==> src/ccx_pkg.sv <==
`timescale 1ns / 1ps
`default_nettype none
// ----------------------------------------------------------------------------
// ccx_pkg
// Shared types, constants and round helpers for the keystream XOR block.
// ----------------------------------------------------------------------------
package ccx_pkg;

  localparam int BLOCK_BYTES_DEF = 64;
  localparam int CFG_COUNT = 6;
  localparam int CFG_IDX_W = 3;

  localparam logic [CFG_IDX_W-1:0] CFG_KEY0    = 3'd0;
  localparam logic [CFG_IDX_W-1:0] CFG_KEY1    = 3'd1;
  localparam logic [CFG_IDX_W-1:0] CFG_KEY2    = 3'd2;
  localparam logic [CFG_IDX_W-1:0] CFG_KEY3    = 3'd3;
  localparam logic [CFG_IDX_W-1:0] CFG_NONCE   = 3'd4;
  localparam logic [CFG_IDX_W-1:0] CFG_START   = 3'd5;

  localparam logic [31:0] SIGMA0 = 32'h61707865;
  localparam logic [31:0] SIGMA1 = 32'h3320646e;
  localparam logic [31:0] SIGMA2 = 32'h79622d32;
  localparam logic [31:0] SIGMA3 = 32'h6b206574;

  localparam int DOUBLE_ROUNDS = 10;

  typedef struct packed {
    logic [7:0] data_byte;
    logic       last_in;
  } in_item_t;

  typedef struct packed {
    logic [7:0] out_byte;
    logic       last_out;
  } out_item_t;

  typedef logic [15:0][31:0] words_t;

  typedef enum logic [1:0] {
    GEN_IDLE,
    GEN_COL,
    GEN_DIAG,
    GEN_ADD
  } gen_state_t;

  // One quarter round on four words; returns {a,b,c,d}.
  function automatic logic [127:0] quarter(input logic [31:0] a0, input logic [31:0] b0,
                                           input logic [31:0] c0, input logic [31:0] d0);
    logic [31:0] a, b, c, d;
    begin
      a = a0; b = b0; c = c0; d = d0;
      a = a + b; d = d ^ a; d = {d[15:0], d[31:16]};
      c = c + d; b = b ^ c; b = {b[19:0], b[31:20]};
      a = a + b; d = d ^ a; d = {d[23:0], d[31:24]};
      c = c + d; b = b ^ c; b = {b[24:0], b[31:25]};
      quarter = {a, b, c, d};
    end
  endfunction

endpackage
`default_nettype wire

==> src/ccx_front.sv <==
`timescale 1ns / 1ps
`default_nettype none
// ----------------------------------------------------------------------------
// ccx_front
// Input queue between the push side and the keystream back end.
// ----------------------------------------------------------------------------
module ccx_front import ccx_pkg::*; #(
  parameter int DEPTH = 2
) (
  input  wire logic     clk,
  input  wire logic     rst,
  input  wire logic     push,
  input  wire in_item_t in_item,
  output logic          full,
  output logic          avail,
  output in_item_t      head,
  input  wire logic     take
);

  localparam int PW = (DEPTH > 1) ? $clog2(DEPTH) : 1;

  in_item_t         slots [DEPTH];
  logic [PW-1:0]    wptr;
  logic [PW-1:0]    rptr;
  logic [PW:0]      count;
  logic             do_push;
  logic             do_take;

  assign full    = (count == (PW+1)'(DEPTH));
  assign avail   = (count != '0);
  assign head    = slots[rptr];
  assign do_push = push && !full;
  assign do_take = take && avail;

  // Store pushed items
  always_ff @(posedge clk) begin
    if (do_push) begin
      slots[wptr] <= in_item;
    end
  end

  // Advance pointers and count
  always_ff @(posedge clk) begin
    if (rst) begin
      wptr  <= '0;
      rptr  <= '0;
      count <= '0;
    end else begin
      if (do_push) begin
        wptr <= (wptr == PW'(DEPTH - 1)) ? '0 : wptr + 1'b1;
      end
      if (do_take) begin
        rptr <= (rptr == PW'(DEPTH - 1)) ? '0 : rptr + 1'b1;
      end
      count <= count + (PW+1)'(do_push) - (PW+1)'(do_take);
    end
  end

endmodule
`default_nettype wire

==> config.mk <==
export PLATFORM = sky130hd
export DESIGN_NAME = ccx_front
export DESIGN_NICKNAME = d
export VERILOG_FILES = /design/src/ccx_pkg.sv /design/src/ccx_front.sv
export SDC_FILE = /design/constraint.sdc
export NUM_CORES = 1
export LEC_CHECK = 0
export ABC_AREA = 1
export BUFFER_PORTS_ARGS = -buffer_cell sky130_fd_sc_hd__buf_2
export CORE_MARGIN = 2
export CORE_UTILIZATION = 45
export CTS_CLUSTER_DIAMETER = 120
export DETAILED_ROUTE_END_ITERATION = 8
export PLACE_DENSITY = 0.72
export SYNTH_ARGS = -nofsm -noshare
export SYNTH_HDL_FRONTEND = slang
export SYNTH_SLANG_ARGS = --single-unit
==> constraint.sdc <==
create_clock -name clk -period 1.4 [get_ports clk]
set_input_delay 0.21 -clock clk [delete_from_list [all_inputs] [get_ports clk]]
set_output_delay 0.21 -clock clk [all_outputs]
set_load 0.01 [all_outputs]
==> results.toml <==
[outcome]
status = "complete, but fails checks"
violations = "setup timing"

[setup_path]
end_kind = "primary output"
crit_slowest_cell = "dfxtp_2"
critical_path_class = "reg2out"
crit_required_ps = 1190
path_delay_family = "flip-flops"
cp_max_fo = 9
crit_buf_inv = 2
r2r_end = "count[1]"
r2r_start = "count[0]"
crit_chain = "buf_12 > mux2_4 > buf_6"
start_kind = "flop"
ff2ff_path_depth = 10
rrSetupSlack_ps = -40
cpPeakStageDelay_ps = 360
critPathArrivalTime_ps = 1230

[die]
rows = 16
die_h_um = 49.7
initial_core_util_pct = 47.8
ios = 24
die_area_um2 = 2470
core_um2 = 1960
die_x_um = 49.7

[cells_and_area]
area_growth_pct = 34.3
postLayoutCoreUtil_pct = 64.2
final_area_um2 = 1260
mostFrequentLayoutCells = "18 x edfxtp_1, 14 x buf_2, 9 x mux2_4, 9 x buf_6"
antenna_cells = 0
layout_commonest_cell = "edfxtp_1"
nets = 115
drive_above_1_share_pct = 58.6

[drt]
firstDrtPassIters = 4
route.detailed.drc = 0
antenna_left = 0
vias = 586
routedWlPerCell_um = 13.7
drtIter0Drc = 5
wirelength_mm = 1.72
via_per_inst = 4.65

[global_route]
met3_usage_pct = 3.33
grt_use_total_pct = 13.3
gr-usage-met1_pct = 11.8
top_usage_layer = "met2"
antenna_found_initial = 0
grt_max_degree = 14
globalRouteOverflowTotal = 0
grt_pass1_wl_mm = 2.42
grt_pass1_vias = 614
use_met2_pct = 27.8

[synth]
synth.avg_cell_area_um2 = 14.0
synth_top_area_share_pct = 57.6
yosys.area.top_type = "edfxtp_1"
synthesis.instances = 67
synth_area_leaders = "edfxtp_1 58%, mux2_4 14%, dfxtp_1 11%, inv_1 4.0%, nor2_1 3.6%"
ys_ff_latch = 23
syn-num-nets = 82
yosysWarnings = 0
ys_types = 10
netlist_area_um2 = 938
yosysSeqAreaShare_pct = 68.3

[timing]
setup_viol = 10
fin_crit_ps = 1440
hold_viol = 0
slew_headroom_pct = 86.6
setup_tns_ps = -343
worstMarginPinSlew_ps = 201
rsz0062_at_grt = "yes"
fin_crit_sh_pct = 103
fin_ws_ps = -40.4
clock_skew_ps = 1.24
fmax_mhz = 694
report.final.slew_viol_count = 0

[clock_network]
cts_sinks = 23
cts-root-buf = "clkbuf_4"
cts_tree = "yes"
numCtsBuffers = 3
clk_latency_ps = 300
cts-hold-fix-buffers = 0
clk_pin_slew_ps = 120
htree_levels = 1
clk_path_buf_depth = 2

[placed_design]
io_buffers = 23
dpl_worst_slack_ps = -81.1
dp.final_hpwl_mm = 1.11
dpl_cell_area_um2 = 1110
place.gp.congestion = 0.663

[min_path]
min_path_cells = 2
holdPathEnd = "count[0]"
min_from = "rst"
hold_class = "in2reg"

[power_and_ir_drop]
powerDensity_nw_per_um2 = 1760
leakage_nw = 0.549
peakVddDrop_uv = 1180

[job]
maxCapViolations = 0
## state kept, by name (all words and copies together), names as in the netlist, named ones only
register  count
slots        18
count         2
wptr          1
rptr          1
## timing repair
| item | 4_1_cts | 5_1_grt |
|---|---|---|
| buffers inserted | 1 | 2 |
| pin swaps | 1 | 5 |
| hold endpoints to repair | 0 | 0 |
| setup endpoints to repair | 10 | 10 |
| gates resized for setup | 12 | 12 |
## worst max-delay path by stage
stage	from	to	slack [ps]	cells past startpoint
2_1_floorplan	count[0]	count[1]	20	10
5_1_grt	count[0]	count[1]	-120	11
3_3_place_gp	count[0]	count[1]	-20	10
6_report	flop	head[1]	-40	3
3_5_place_dp	count[0]	count[1]	-80	10
4_1_cts	flop	head[5]	-40	3
## cell usage after synthesis
cell / instances
nor2_1: 9
inv_1: 10
a21oi_1: 2
dfxtp_1: 5
ha_1: 2
mux2_4: 9
nand2_1: 8
buf_6: 1
edfxtp_1: 18
nand3_1: 3
## power by group
group	internal [W]	switching [W]
clock	0.000106	0.000184
combinational	0.000534	0.000444
sequential	0.000886	0.0000698
## area by class of cell
type                       count  area (um2)
clock buffer                   3        22.5
clock inverter                 1        5.00
multi-input combinational     33         288
inverter                      10        37.5
tap                           27        33.8
sequential                    23         644
fill                         171         702
timing repair buffer          29         229
## cell families after synthesis
family          synth area share (%)
mux                             14.4
simple gates                    8.40
flops                           68.3
compound gates                  1.07
buf+inv                         5.20
fa+ha+maj                       2.67
## layer usage
metal  wire length [um]  vias to the layer above
met5                  0                        -
met4                 17                        0
met3                 71                        2
met2               1080                       18
met1                558                      274
li1                   -                      292
## per-stage QoR
step	hold WS, ps	instances	total power, W
after global placement	381	119	0.00164
final	53.3	126	0.00222
after floorplan	281	67	0.00142
after detailed placement	385	119	0.00167
after global routing	41.4	126	0.00236
after CTS	44.3	124	0.00209
## worst register-to-register path: stages (launching register included)
cell     delay [ps]
dfxtp_2         380
nor2_2           60
nor2_2          170
ha_4            220
inv_1            60
ha_2            190
inv_2            40
nand2_2          70
nand3_2          70
nand2_1          50
nor2_1           40
Note: power is estimated with default switching activity, not from simulation.
